$ cat src/hdl/egpv_pkg.sv
// types, constants and helper functions for the encoder position/velocity core
// no dependencies; compiled first
`timescale 1ns / 1ps
`default_nettype none

package egpv_pkg;

    localparam int COUNT_BITS = 16;
    localparam int REG_W      = 16;
    localparam int CFG_IDX_W  = 3;
    localparam int BIG_W      = 96;
    localparam int DEN_W      = 61;
    localparam int REM_W      = 62;
    localparam int QUO_STEPS  = 32;
    localparam int CNT_W      = $clog2(QUO_STEPS);

    // 2*pi in Q3.29, and the same scaled by one million for velocity
    localparam logic [31:0] TWO_PI_Q29 = 32'hC90FDAA2;
    localparam logic [63:0] VEL_K      = 64'd3373259426000000;

    localparam logic [1:0] MODE_PERIODIC = 2'd0;
    localparam logic [1:0] MODE_BOUNDED  = 2'd1;
    localparam logic [1:0] MODE_DUAL     = 2'd2;

    localparam logic [CFG_IDX_W-1:0] REG_MODE    = 3'd0;
    localparam logic [CFG_IDX_W-1:0] REG_P_TICKS = 3'd1;
    localparam logic [CFG_IDX_W-1:0] REG_P_NUM   = 3'd2;
    localparam logic [CFG_IDX_W-1:0] REG_P_DEN   = 3'd3;
    localparam logic [CFG_IDX_W-1:0] REG_S_TICKS = 3'd4;
    localparam logic [CFG_IDX_W-1:0] REG_S_NUM   = 3'd5;
    localparam logic [CFG_IDX_W-1:0] REG_S_DEN   = 3'd6;

    typedef enum logic [4:0] {
        ST_IDLE,
        ST_MUL_DP,
        ST_MUL_MP,
        ST_MUL_DS,
        ST_MUL_MS,
        ST_MUL_VD,
        ST_UPDATE,
        ST_MUL_PN,
        ST_CAP_PN,
        ST_POS_LO,
        ST_POS_HI,
        ST_POS_ACC,
        ST_POS_LOAD,
        ST_POS_DIV,
        ST_POS_END,
        ST_VEL_LO,
        ST_VEL_HI,
        ST_VEL_ACC,
        ST_VEL_LOAD,
        ST_VEL_DIV,
        ST_FINISH
    } t_state;

    typedef enum logic [3:0] {
        MS_NONE,
        MS_DP,
        MS_MP,
        MS_DS,
        MS_MS,
        MS_VD,
        MS_PN,
        MS_PLO,
        MS_PHI,
        MS_VLO,
        MS_VHI
    } t_mul_sel;

    typedef enum logic [3:0] {
        CS_NONE,
        CS_DP,
        CS_MP,
        CS_DS,
        CS_MS,
        CS_VD,
        CS_PN,
        CS_BLO,
        CS_BHI
    } t_cap_sel;

    typedef struct packed {
        logic     in_ready;
        logic     load;
        t_mul_sel mul_sel;
        t_cap_sel cap_sel;
        logic     update;
        logic     div_load;
        logic     div_step;
        logic     div_vel;
        logic     pos_store;
        logic     finish;
    } t_cmd;

    typedef struct packed {
        logic in_valid;
        logic out_free;
    } t_stat;

    function automatic logic [REG_W-1:0] f_nz(input logic [REG_W-1:0] v);
        return (v == '0) ? REG_W'(1) : v;
    endfunction

    function automatic logic signed [31:0] f_sat32(input logic signed [34:0] v);
        logic signed [34:0] hi;
        logic signed [34:0] lo;
        hi = 35'sh0_7FFF_FFFF;
        lo = -35'sh0_8000_0000;
        if (v > hi) return 32'sh7FFF_FFFF;
        if (v < lo) return 32'sh8000_0000;
        return v[31:0];
    endfunction

    // accumulate a signed step, then pull back into [0, m) once
    function automatic logic signed [31:0] f_wrap_acc(
        input logic signed [31:0] acc,
        input logic [31:0]        mag,
        input logic               neg,
        input logic [31:0]        m
    );
        logic signed [34:0] dv;
        logic signed [34:0] mm;
        logic signed [34:0] s;
        dv = $signed({3'b000, mag});
        if (neg) dv = -dv;
        mm = $signed({3'b000, m});
        s  = 35'(acc) + dv;
        if (s >= mm) s = s - mm;
        else if (s < 0) s = s + mm;
        return f_sat32(s);
    endfunction

    function automatic logic signed [31:0] f_sat_quot(
        input logic [31:0] q,
        input logic        over,
        input logic        neg
    );
        logic [31:0] limit;
        logic [31:0] mag;
        limit = neg ? 32'h8000_0000 : 32'h7FFF_FFFF;
        mag   = (over || (q > limit)) ? limit : q;
        return neg ? $signed(-mag) : $signed(mag);
    endfunction

endpackage

`default_nettype wire

$ cat src/hdl/egpv_if.sv
// handshake channel interfaces: configuration writes, input samples, results
// depends on egpv_pkg
`timescale 1ns / 1ps
`default_nettype none

interface egpv_cfg_if;
    import egpv_pkg::*;
    logic                 valid;
    logic                 ready;
    logic [CFG_IDX_W-1:0] index;
    logic [REG_W-1:0]     data;
    modport source (output valid, index, data, input ready);
    modport sink   (input valid, index, data, output ready);
endinterface

interface egpv_in_if;
    import egpv_pkg::*;
    logic                  valid;
    logic                  ready;
    logic [COUNT_BITS-1:0] primary_count;
    logic [COUNT_BITS-1:0] secondary_count;
    logic [15:0]           step_time_us;
    modport source (output valid, primary_count, secondary_count, step_time_us,
                    input ready);
    modport sink   (input valid, primary_count, secondary_count, step_time_us,
                    output ready);
endinterface

interface egpv_out_if;
    logic               valid;
    logic               ready;
    logic signed [31:0] position_rad;
    logic signed [31:0] velocity_rad_s;
    logic               is_periodic;
    modport source (output valid, position_rad, velocity_rad_s, is_periodic,
                    input ready);
    modport sink   (input valid, position_rad, velocity_rad_s, is_periodic,
                    output ready);
endinterface

`default_nettype wire

$ cat src/hdl/egpv_ctrl.sv
// sequencer for the estimator: steps the shared multiplier and the serial divider
// depends on egpv_pkg
`timescale 1ns / 1ps
`default_nettype none

module egpv_ctrl (
    input  wire logic           i_clk,
    input  wire logic           i_rst_n,
    input  wire egpv_pkg::t_stat i_stat,
    output egpv_pkg::t_cmd      o_cmd
);
    import egpv_pkg::*;

    t_state           r_state, n_state;
    logic [CNT_W-1:0] r_cnt, n_cnt;
    logic             cnt_last;

    assign cnt_last = (r_cnt == CNT_W'(QUO_STEPS - 1));

    always_ff @(posedge i_clk) begin
        if (!i_rst_n) begin
            r_state <= ST_IDLE;
            r_cnt   <= '0;
        end else begin
            r_state <= n_state;
            r_cnt   <= n_cnt;
        end
    end

    always_comb begin
        n_state = r_state;
        n_cnt   = r_cnt;
        case (r_state)
            ST_IDLE:     if (i_stat.in_valid) n_state = ST_MUL_DP;
            ST_MUL_DP:   n_state = ST_MUL_MP;
            ST_MUL_MP:   n_state = ST_MUL_DS;
            ST_MUL_DS:   n_state = ST_MUL_MS;
            ST_MUL_MS:   n_state = ST_MUL_VD;
            ST_MUL_VD:   n_state = ST_UPDATE;
            ST_UPDATE:   n_state = ST_MUL_PN;
            ST_MUL_PN:   n_state = ST_CAP_PN;
            ST_CAP_PN:   n_state = ST_POS_LO;
            ST_POS_LO:   n_state = ST_POS_HI;
            ST_POS_HI:   n_state = ST_POS_ACC;
            ST_POS_ACC:  n_state = ST_POS_LOAD;
            ST_POS_LOAD: begin
                n_state = ST_POS_DIV;
                n_cnt   = '0;
            end
            ST_POS_DIV: begin
                n_cnt = r_cnt + 1'b1;
                if (cnt_last) n_state = ST_POS_END;
            end
            ST_POS_END:  n_state = ST_VEL_LO;
            ST_VEL_LO:   n_state = ST_VEL_HI;
            ST_VEL_HI:   n_state = ST_VEL_ACC;
            ST_VEL_ACC:  n_state = ST_VEL_LOAD;
            ST_VEL_LOAD: begin
                n_state = ST_VEL_DIV;
                n_cnt   = '0;
            end
            ST_VEL_DIV: begin
                n_cnt = r_cnt + 1'b1;
                if (cnt_last) n_state = ST_FINISH;
            end
            ST_FINISH:   if (i_stat.out_free) n_state = ST_IDLE;
            default:     n_state = ST_IDLE;
        endcase
    end

    always_comb begin
        o_cmd         = '0;
        o_cmd.mul_sel = MS_NONE;
        o_cmd.cap_sel = CS_NONE;
        case (r_state)
            ST_IDLE: begin
                o_cmd.in_ready = 1'b1;
                o_cmd.load     = i_stat.in_valid;
            end
            ST_MUL_DP:   o_cmd.mul_sel = MS_DP;
            ST_MUL_MP: begin
                o_cmd.cap_sel = CS_DP;
                o_cmd.mul_sel = MS_MP;
            end
            ST_MUL_DS: begin
                o_cmd.cap_sel = CS_MP;
                o_cmd.mul_sel = MS_DS;
            end
            ST_MUL_MS: begin
                o_cmd.cap_sel = CS_DS;
                o_cmd.mul_sel = MS_MS;
            end
            ST_MUL_VD: begin
                o_cmd.cap_sel = CS_MS;
                o_cmd.mul_sel = MS_VD;
            end
            ST_UPDATE: begin
                o_cmd.cap_sel = CS_VD;
                o_cmd.update  = 1'b1;
            end
            ST_MUL_PN:   o_cmd.mul_sel = MS_PN;
            ST_CAP_PN:   o_cmd.cap_sel = CS_PN;
            ST_POS_LO:   o_cmd.mul_sel = MS_PLO;
            ST_POS_HI: begin
                o_cmd.cap_sel = CS_BLO;
                o_cmd.mul_sel = MS_PHI;
            end
            ST_POS_ACC:  o_cmd.cap_sel = CS_BHI;
            ST_POS_LOAD: o_cmd.div_load = 1'b1;
            ST_POS_DIV:  o_cmd.div_step = 1'b1;
            ST_POS_END:  o_cmd.pos_store = 1'b1;
            ST_VEL_LO: begin
                o_cmd.div_vel = 1'b1;
                o_cmd.mul_sel = MS_VLO;
            end
            ST_VEL_HI: begin
                o_cmd.div_vel = 1'b1;
                o_cmd.cap_sel = CS_BLO;
                o_cmd.mul_sel = MS_VHI;
            end
            ST_VEL_ACC: begin
                o_cmd.div_vel = 1'b1;
                o_cmd.cap_sel = CS_BHI;
            end
            ST_VEL_LOAD: begin
                o_cmd.div_vel  = 1'b1;
                o_cmd.div_load = 1'b1;
            end
            ST_VEL_DIV: begin
                o_cmd.div_vel  = 1'b1;
                o_cmd.div_step = 1'b1;
            end
            ST_FINISH: begin
                o_cmd.div_vel = 1'b1;
                o_cmd.finish  = i_stat.out_free;
            end
            default: ;
        endcase
    end

endmodule

`default_nettype wire

$ cat src/hdl/egpv_dp.sv
// datapath: config registers, encoder state, shared 32x32 multiplier,
// restoring divider and output register; depends on egpv_pkg and egpv_if
`timescale 1ns / 1ps
`default_nettype none

module egpv_dp (
    input  wire logic            i_clk,
    input  wire logic            i_rst_n,
    egpv_cfg_if.sink             i_cfg,
    egpv_in_if.sink              i_in,
    egpv_out_if.source           o_out,
    input  wire egpv_pkg::t_cmd  i_cmd,
    output egpv_pkg::t_stat      o_stat
);
    import egpv_pkg::*;

    // configuration
    logic [1:0]       r_mode;
    logic [REG_W-1:0] r_p_ticks, r_p_num, r_p_den;
    logic [REG_W-1:0] r_s_ticks, r_s_num, r_s_den;

    // encoder state
    logic [COUNT_BITS-1:0] r_pl, r_sl;
    logic signed [31:0]    r_pa, r_sa;

    // per-transaction working registers
    logic [COUNT_BITS-1:0] r_dmag_p, r_dmag_s;
    logic                  r_vneg, r_sneg, r_pneg;
    logic [15:0]           r_dt;
    logic [31:0]           r_vmag, r_smag, r_mp, r_ms;
    logic [DEN_W-1:0]      r_velden;
    logic [47:0]           r_pnmag;
    logic [63:0]           r_prod;
    logic [BIG_W-1:0]      r_big;
    logic [REM_W-1:0]      r_rem;
    logic [31:0]           r_quo;
    logic                  r_over;
    logic signed [31:0]    r_pos;

    // result register
    logic                  r_out_valid;
    logic signed [31:0]    r_out_pos, r_out_vel;
    logic                  r_out_per;

    logic                  is_bounded, is_dual;
    logic [COUNT_BITS-1:0] diff_p, diff_s;
    logic [31:0]           mul_a, mul_b;
    logic signed [31:0]    acc_sel;
    logic [DEN_W-1:0]      den;
    logic [REM_W-1:0]      trial;
    logic signed [31:0]    quot_res;
    logic signed [34:0]    bnd_sum;

    assign is_bounded = (r_mode == MODE_BOUNDED);
    assign is_dual    = (r_mode == MODE_DUAL);

    assign diff_p = i_in.primary_count - r_pl;
    assign diff_s = i_in.secondary_count - r_sl;

    assign acc_sel = is_dual ? r_sa : r_pa;

    assign i_cfg.ready = 1'b1;
    assign i_in.ready  = i_cmd.in_ready;

    assign o_stat.in_valid = i_in.valid;
    assign o_stat.out_free = !r_out_valid || o_out.ready;

    assign o_out.valid          = r_out_valid;
    assign o_out.position_rad   = r_out_pos;
    assign o_out.velocity_rad_s = r_out_vel;
    assign o_out.is_periodic    = r_out_per;

    // shared multiplier operand selection
    always_comb begin
        mul_a = '0;
        mul_b = '0;
        case (i_cmd.mul_sel)
            MS_DP: begin
                mul_a = 32'(r_dmag_p);
                mul_b = 32'(f_nz(r_p_num));
            end
            MS_MP: begin
                mul_a = 32'(f_nz(r_p_ticks));
                mul_b = 32'(f_nz(r_p_den));
            end
            MS_DS: begin
                mul_a = 32'(r_dmag_s);
                mul_b = 32'(f_nz(r_s_num));
            end
            MS_MS: begin
                mul_a = 32'(f_nz(r_s_ticks));
                mul_b = 32'(f_nz(r_s_den));
            end
            MS_VD: begin
                mul_a = r_mp;
                mul_b = 32'(r_dt);
            end
            MS_PN: begin
                // magnitude of the position numerator; times p only when bounded
                mul_a = acc_sel[31] ? -acc_sel : acc_sel;
                mul_b = is_bounded ? 32'(f_nz(r_p_num)) : 32'd1;
            end
            MS_PLO: begin
                mul_a = r_pnmag[31:0];
                mul_b = TWO_PI_Q29;
            end
            MS_PHI: begin
                mul_a = 32'(r_pnmag[47:32]);
                mul_b = TWO_PI_Q29;
            end
            MS_VLO: begin
                mul_a = r_vmag;
                mul_b = VEL_K[31:0];
            end
            MS_VHI: begin
                mul_a = r_vmag;
                mul_b = VEL_K[63:32];
            end
            default: ;
        endcase
    end

    assign den     = i_cmd.div_vel ? r_velden : DEN_W'({r_ms, 13'b0}) ;
    assign trial   = {r_rem[REM_W-2:0], r_big[31]};
    assign bnd_sum = 35'(r_pa) + (r_vneg ? -35'(r_dmag_p) : 35'(r_dmag_p));
    assign quot_res = f_sat_quot(r_quo, r_over, i_cmd.div_vel ? r_vneg : r_pneg);

    // configuration and encoder state
    always_ff @(posedge i_clk) begin
        if (!i_rst_n) begin
            r_mode    <= MODE_PERIODIC;
            r_p_ticks <= REG_W'(1);
            r_p_num   <= REG_W'(1);
            r_p_den   <= REG_W'(1);
            r_s_ticks <= REG_W'(1);
            r_s_num   <= REG_W'(1);
            r_s_den   <= REG_W'(1);
            r_pl      <= '0;
            r_sl      <= '0;
            r_pa      <= '0;
            r_sa      <= '0;
        end else begin
            if (i_cfg.valid) begin
                case (i_cfg.index)
                    REG_MODE:    r_mode    <= i_cfg.data[1:0];
                    REG_P_TICKS: r_p_ticks <= i_cfg.data;
                    REG_P_NUM:   r_p_num   <= i_cfg.data;
                    REG_P_DEN:   r_p_den   <= i_cfg.data;
                    REG_S_TICKS: r_s_ticks <= i_cfg.data;
                    REG_S_NUM:   r_s_num   <= i_cfg.data;
                    REG_S_DEN:   r_s_den   <= i_cfg.data;
                    default: ;
                endcase
            end
            if (i_cmd.load) begin
                r_pl <= i_in.primary_count;
                if (is_dual) r_sl <= i_in.secondary_count;
            end
            if (i_cmd.update) begin
                if (is_bounded) begin
                    r_pa <= f_sat32(bnd_sum);
                end else begin
                    r_pa <= f_wrap_acc(r_pa, r_vmag, r_vneg, r_mp);
                    if (is_dual) r_sa <= f_wrap_acc(r_sa, r_smag, r_sneg, r_ms);
                end
            end
        end
    end

    // working registers
    always_ff @(posedge i_clk) begin
        if (i_cmd.load) begin
            r_dmag_p <= diff_p[COUNT_BITS-1] ? -diff_p : diff_p;
            r_vneg   <= diff_p[COUNT_BITS-1];
            r_dmag_s <= diff_s[COUNT_BITS-1] ? -diff_s : diff_s;
            r_sneg   <= diff_s[COUNT_BITS-1];
            r_dt     <= f_nz(i_in.step_time_us);
        end
        r_prod <= mul_a * mul_b;
        case (i_cmd.cap_sel)
            CS_DP:  r_vmag   <= r_prod[31:0];
            CS_MP:  r_mp     <= r_prod[31:0];
            CS_DS:  r_smag   <= r_prod[31:0];
            CS_MS: begin
                // position denominator defaults to the primary one
                r_ms <= is_dual ? r_prod[31:0] : r_mp;
            end
            CS_VD:  r_velden <= {r_prod[47:0], 13'b0};
            CS_PN: begin
                r_pnmag <= r_prod[47:0];
                r_pneg  <= acc_sel[31];
            end
            CS_BLO: r_big <= BIG_W'(r_prod);
            CS_BHI: r_big <= r_big + {r_prod, 32'b0};
            default: ;
        endcase
        if (i_cmd.div_load) begin
            // quotient can only exceed 32 bits when the top part reaches den
            r_over <= (r_big[BIG_W-1:32] >= 64'(den));
            r_rem  <= r_big[REM_W+31:32];
            r_quo  <= '0;
        end else if (i_cmd.div_step) begin
            r_big <= {r_big[BIG_W-2:0], 1'b0};
            if (trial >= REM_W'(den)) begin
                r_rem <= trial - REM_W'(den);
                r_quo <= {r_quo[30:0], 1'b1};
            end else begin
                r_rem <= trial;
                r_quo <= {r_quo[30:0], 1'b0};
            end
        end
        if (i_cmd.pos_store) r_pos <= quot_res;
        if (i_cmd.finish) begin
            r_out_pos <= r_pos;
            r_out_vel <= quot_res;
            r_out_per <= !is_bounded;
        end
    end

    always_ff @(posedge i_clk) begin
        if (!i_rst_n) begin
            r_out_valid <= 1'b0;
        end else if (i_cmd.finish) begin
            r_out_valid <= 1'b1;
        end else if (o_out.ready) begin
            r_out_valid <= 1'b0;
        end
    end

endmodule

`default_nettype wire

$ cat src/hdl/encoder_gear_position_velocity_core.sv
// top level of the gear-aware encoder position and velocity estimator
// depends on egpv_pkg, egpv_if, egpv_ctrl and egpv_dp
`timescale 1ns / 1ps
`default_nettype none

// Each input transaction carries two raw encoder counts and the step time; it
// yields one result with position and velocity in signed Q16.16 (rad, rad/s),
// both saturated, plus a flag that tells whether position wraps per output
// revolution. On the way from acceptance to the result register, a shared
// 32x32 multiplier forms the products in turn and a one-bit-per-cycle
// restoring divider runs 32 steps for position and 32 for velocity. A new
// sample is accepted once the previous one has reached the result register,
// so a waiting result does not block the next sample.
// Configuration writes are always ready and take effect at once.
module encoder_gear_position_velocity_core (
    input  wire logic  i_clk,
    input  wire logic  i_rst_n,
    egpv_cfg_if.sink   i_cfg,
    egpv_in_if.sink    i_in,
    egpv_out_if.source o_out
);
    import egpv_pkg::*;

    t_cmd  cmd;
    t_stat stat;

    egpv_ctrl u_ctrl (
        .i_clk   (i_clk),
        .i_rst_n (i_rst_n),
        .i_stat  (stat),
        .o_cmd   (cmd)
    );

    egpv_dp u_dp (
        .i_clk   (i_clk),
        .i_rst_n (i_rst_n),
        .i_cfg   (i_cfg),
        .i_in    (i_in),
        .o_out   (o_out),
        .i_cmd   (cmd),
        .o_stat  (stat)
    );

endmodule

`default_nettype wire
$ cat src/flat_wrapper.sv
// flat-port wrapper written by rule: the top's interface ports become plain ports
module encoder_gear_position_velocity_core_flat import egpv_pkg::*;
  (i_clk, i_rst_n, i_cfg_valid, i_cfg_index, i_cfg_data, i_cfg_ready, i_in_valid, i_in_primary_count, i_in_secondary_count, i_in_step_time_us, i_in_ready, o_out_valid, o_out_position_rad, o_out_velocity_rad_s, o_out_is_periodic, o_out_ready);
  egpv_cfg_if i_cfg_i ();
  egpv_in_if i_in_i ();
  egpv_out_if o_out_i ();
  input  wire logic i_clk;
  input  wire logic i_rst_n;
  input wire logic [$bits(i_cfg_i.valid)-1:0] i_cfg_valid;
  input wire logic [$bits(i_cfg_i.index)-1:0] i_cfg_index;
  input wire logic [$bits(i_cfg_i.data)-1:0] i_cfg_data;
  output wire logic [$bits(i_cfg_i.ready)-1:0] i_cfg_ready;
  input wire logic [$bits(i_in_i.valid)-1:0] i_in_valid;
  input wire logic [$bits(i_in_i.primary_count)-1:0] i_in_primary_count;
  input wire logic [$bits(i_in_i.secondary_count)-1:0] i_in_secondary_count;
  input wire logic [$bits(i_in_i.step_time_us)-1:0] i_in_step_time_us;
  output wire logic [$bits(i_in_i.ready)-1:0] i_in_ready;
  output wire logic [$bits(o_out_i.valid)-1:0] o_out_valid;
  output wire logic [$bits(o_out_i.position_rad)-1:0] o_out_position_rad;
  output wire logic [$bits(o_out_i.velocity_rad_s)-1:0] o_out_velocity_rad_s;
  output wire logic [$bits(o_out_i.is_periodic)-1:0] o_out_is_periodic;
  input wire logic [$bits(o_out_i.ready)-1:0] o_out_ready;
  assign i_cfg_i.valid = i_cfg_valid;
  assign i_cfg_i.index = i_cfg_index;
  assign i_cfg_i.data = i_cfg_data;
  assign i_cfg_ready = i_cfg_i.ready;
  assign i_in_i.valid = i_in_valid;
  assign i_in_i.primary_count = i_in_primary_count;
  assign i_in_i.secondary_count = i_in_secondary_count;
  assign i_in_i.step_time_us = i_in_step_time_us;
  assign i_in_ready = i_in_i.ready;
  assign o_out_valid = o_out_i.valid;
  assign o_out_position_rad = o_out_i.position_rad;
  assign o_out_velocity_rad_s = o_out_i.velocity_rad_s;
  assign o_out_is_periodic = o_out_i.is_periodic;
  assign o_out_i.ready = o_out_ready;
  encoder_gear_position_velocity_core u_core (.i_clk(i_clk), .i_rst_n(i_rst_n), .i_cfg(i_cfg_i), .i_in(i_in_i), .o_out(o_out_i));
endmodule
$ cat config.mk
export PLATFORM = sky130hd
export DESIGN_NAME = encoder_gear_position_velocity_core_flat
export DESIGN_NICKNAME = d
export VERILOG_FILES = /design/src/hdl/egpv_pkg.sv /design/src/hdl/egpv_if.sv /design/src/hdl/egpv_ctrl.sv /design/src/hdl/egpv_dp.sv /design/src/hdl/encoder_gear_position_velocity_core.sv /design/src/flat_wrapper.sv
export SDC_FILE = /design/constraint.sdc
export NUM_CORES = 2
export LEC_CHECK = 0
export BUFFER_PORTS_ARGS = -buffer_cell sky130_fd_sc_hd__clkbuf_2
export CAP_MARGIN = 15
export CORE_AREA = 2 2 339 425
export DETAILED_ROUTE_END_ITERATION = 7
export DIE_AREA = 0 0 341 427
export PLACE_DENSITY = 0.78
export SLEW_MARGIN = 30
export SYNTH_ARGS = -nofsm -noshare
export SYNTH_HDL_FRONTEND = slang
export SYNTH_HIERARCHICAL = 1
export SYNTH_SLANG_ARGS = --single-unit
$ cat constraint.sdc
create_clock -name i_clk -period 21.8 [get_ports i_clk]
set_input_delay 2.18 -clock i_clk [delete_from_list [all_inputs] [get_ports i_clk]]
set_output_delay 2.18 -clock i_clk [all_outputs]
set_load 0.05 [all_outputs]
==> results.sh <==
export IMPL_clk_latency_ns=0.77
export IMPL_synth_ff_type="edfxtp_1"
export IMPL_p_leak_uw=0.0419
export IMPL_start_kind="register"
export IMPL_cpMostUsedCell="fa_1"
export IMPL_cp_slowest_cell="dfxtp_1"
export IMPL_layout_commonest_cell="inv_1"
export IMPL_cts_resized=0
export IMPL_layout_common_cells="inv_1, nand2_1, nor2_1"
export IMPL_syn_area_mm2=0.0871
export IMPL_slowest_delay_ns=0.93
export IMPL_drive_above_1_share=0.0659
export IMPL_internal_power_uw=3140
export IMPL_syn_nets=11575
export IMPL_dieArea_mm2=0.146
export IMPL_critPathRequiredTime_ns=22.45
export IMPL_fin_area_mm2=0.0929
export IMPL_drt_initial_drc_count=9499
export IMPL_place_gp_congestion=1.12
export IMPL_sw_frac_of_total=0.394
export IMPL_crit_type="reg2reg"
export IMPL_routedWlPerCell_um=27.6
export IMPL_power_frac_comb=0.344
export IMPL_dp_hpwl_um=256000
export IMPL_async_flop_share=0
export IMPL_cts_tree="done"
export IMPL_arrival_ns=13.72
export IMPL_rsz0062_at_grt="false"
export IMPL_hold_viol_final=0
export IMPL_netlist_top_cell_by_area="fa_1"
export IMPL_place_area_mm2=0.0899
export IMPL_clock_root_buffer="clkbuf_16"
export IMPL_maxSlewHeadroom=0.254
export IMPL_cts_sinks=831
export IMPL_pwr_share_clk=0.298
export IMPL_synth_distinct_cells=99
export IMPL_area_growth_pct=6.73
export IMPL_grt_max_degree=105
export IMPL_hold_class="reg2reg"
export IMPL_ff_latch_area_mm2=0.0210
export IMPL_htree_num_levels=3
export IMPL_max_freq_mhz=76.5
export IMPL_vias=77295
export IMPL_crit_buf_inv=8
export IMPL_ys_warn_count=6
export IMPL_totalWireLength_um=327000
export IMPL_path_clk_slew_ns=0.07
export IMPL_rows=155
export IMPL_tightest_slew_ns=1.11
export IMPL_synth_seq_area_share=0.241
export IMPL_synth_edf_count=434
export IMPL_finalSetupTns_ns=0
export IMPL_status="completed"
export IMPL_p_seq_frac=0.358
export IMPL_crit_family="simple AND/OR/NAND/NOR gates"
export IMPL_antenna_found_initial=23
export IMPL_synth_cells=9908
export IMPL_critPathMaxFanout=50
export IMPL_power_total_uw=5180
export IMPL_post_route_period_util=0.599
export IMPL_max_cap_violations=0
export IMPL_start_util=0.614
export IMPL_cts_hold_buf=0
export IMPL_synth_top_area_share=0.179
export IMPL_power_density_mw_per_mm2=55.7
export IMPL_cts_made_buffers=87
export IMPL_fill_cells=11631
export IMPL_period_minus_slack_ns=13.07
export IMPL_clock_path_buffers=3
export IMPL_cts_setup_buffers=0
export IMPL_io_buffers=138
export IMPL_p_switching_uw=2040
export IMPL_slew_viol_final=0
export IMPL_ys_ff_latch=831
export IMPL_yosys_top_cells_area="fa_1, edfxtp_1, ha_1"
export IMPL_synth_avg_cell_area_um2=8.79
export IMPL_die_x_um=341
export IMPL_vias_per_cell=6.54
export IMPL_layout_nets=11518
export IMPL_skew_ns=0.0821
export IMPL_firstDrtPassIters=8
export IMPL_grt_pass1_vias=75026
export IMPL_boundaryPins=140
export IMPL_setup_viol=0
export IMPL_ant_nets=0
export IMPL_post_route_util=0.656
export IMPL_irDropWorstVdd_mv=0.0799
export IMPL_fp_dieH_um=427
export IMPL_drcViolationCount=0
export IMPL_coreArea_mm2=0.142
export IMPL_overflow=0
export IMPL_multi_input_area_mm2=0.0600
export IMPL_grt_first_pass_wirelength_um=475000
export IMPL_grt_util_all_layers=0.441
export IMPL_crit_path_end_kind="register"
-- power by group through the flow --
stage	combinational, uW	clock (uW)	sequential, uW
floorplan	1150	0	1800
global placement	1670	0	1870
detailed placement	1690	0	1870
CTS	1700	1550	1840
global route	1890	1600	1840
finish	1780	1540	1850
-- logic make-up after synthesis --
| kind of cell | share of synthesized area |
|---|---|
| other | 0.0000431 |
| muxes | 0.0190 |
| and+or+nand+nor | 0.145 |
| buffers and inverters | 0.0749 |
| AOI/OAI and AO/OA | 0.179 |
| DFF | 0.241 |
| adders and majority gates | 0.296 |
| xor gates and xnor gates | 0.0440 |
-- sequential cells by signal, indices dropped and copies added (netlist names), 32 cells and up --
signal	cells
u_core/u_dp/r_mp	32
u_core/u_dp/r_pnmag	48
u_core/u_dp/r_sa	32
u_core/u_dp/r_velden	48
u_core/u_dp/r_rem	61
u_core/u_dp/o_out.velocity_rad_s	32
u_core/u_dp/r_smag	32
u_core/u_dp/r_big	96
u_core/u_dp/r_pa	32
u_core/u_dp/r_prod	64
u_core/u_dp/r_ms	32
u_core/u_dp/o_out.position_rad	32
u_core/u_dp/r_pos	32
u_core/u_dp/r_quo	32
u_core/u_dp/r_vmag	32
-- worst paths after layout --
check / startpoint / end / slack (ns) / cells after the start
min: u_core/u_dp/r_pos[11] / u_core/u_dp/o_out.position_rad[11] / 0.42 / 0
min reg2reg: u_core/u_dp/r_pos[11] / u_core/u_dp/o_out.position_rad[11] / 0.42 / 0
max: u_core/u_ctrl/r_state[0] / u_core/u_dp/r_prod[58] / 8.73 / 38
max reg2reg: u_core/u_ctrl/r_state[0] / u_core/u_dp/r_prod[58] / 8.73 / 38
-- Yosys cell counts (24+ instances only) --
cell      instances
nor2b_1         103
inv_1          1272
fa_1            778
o21a_1           72
nor4_1           62
nor2_1          840
xor2_1          124
a31oi_1         104
ha_1            817
or2_2            35
nand2b_1        102
a22oi_1          93
mux2_2           37
a221oi_1         53
o22ai_1          37
or3_1            52
dfxtp_1         397
mux2i_1         124
nand4_1          71
o21bai_1         80
and2_1           48
or4_1            24
o21ai_0         447
buf_1            26
a221o_1          47
o31a_1           28
clkbuf_1        380
buf_2            29
nand3_1         119
o41ai_1          27
xnor2_1         308
a21oi_2          30
a21boi_0        132
o31ai_1          60
o211ai_1         56
a211oi_1         80
nand2_1        1105
a21o_1          199
and3_1           56
nor3_1          133
edfxtp_1        434
a21oi_1         560
-- worst reg2reg max path, delay by kind of cell (launching register included) --
family / cells / cell delay, ns
and+or+nand+nor: 14 / 4.69
adders and majority gates: 9 / 4.17
buffers and inverters: 8 / 1.52
AOI/OAI and AO/OA: 6 / 1.47
DFF: 1 / 0.93
xor gates and xnor gates: 1 / 0.16
-- layout make-up --
type,instances,share of cell area
Multi-Input combinational cell,7359,0.645
Sequential cell,831,0.226
Inverter,1276,0.0515
Tap cell,1884,0.0254
Clock buffer,111,0.0251
Timing Repair Buffer,296,0.0206
Clock inverter,52,0.00596
Antenna cell,18,0.000485
-- per-stage QoR --
stage / hold slack [ns] / instances / setup slack [ns]
floorplan: 0.400 / 9908 / 10.28
detailed placement: 0.405 / 11641 / 9.06
CTS: 0.422 / 11804 / 9.01
finish: 0.421 / 11827 / 8.73
global route: 0.430 / 11814 / 8.23
global placement: 0.401 / 11639 / 9.43
-- metal layers --
| metal | GRT usage | routed length [um] | vias to the layer above |
|---|---|---|---|
| met3 | 0.108 | 38700 | 1368 |
| met4 | 0.381 | 34700 | 16 |
| met2 | 0.665 | 139000 | 4941 |
| met1 | 0.530 | 115000 | 37129 |
| met5 | 0 | 105 | - |
| li1 | - | - | 33841 |
No activity file was read; power rests on OpenSTA's default activity.
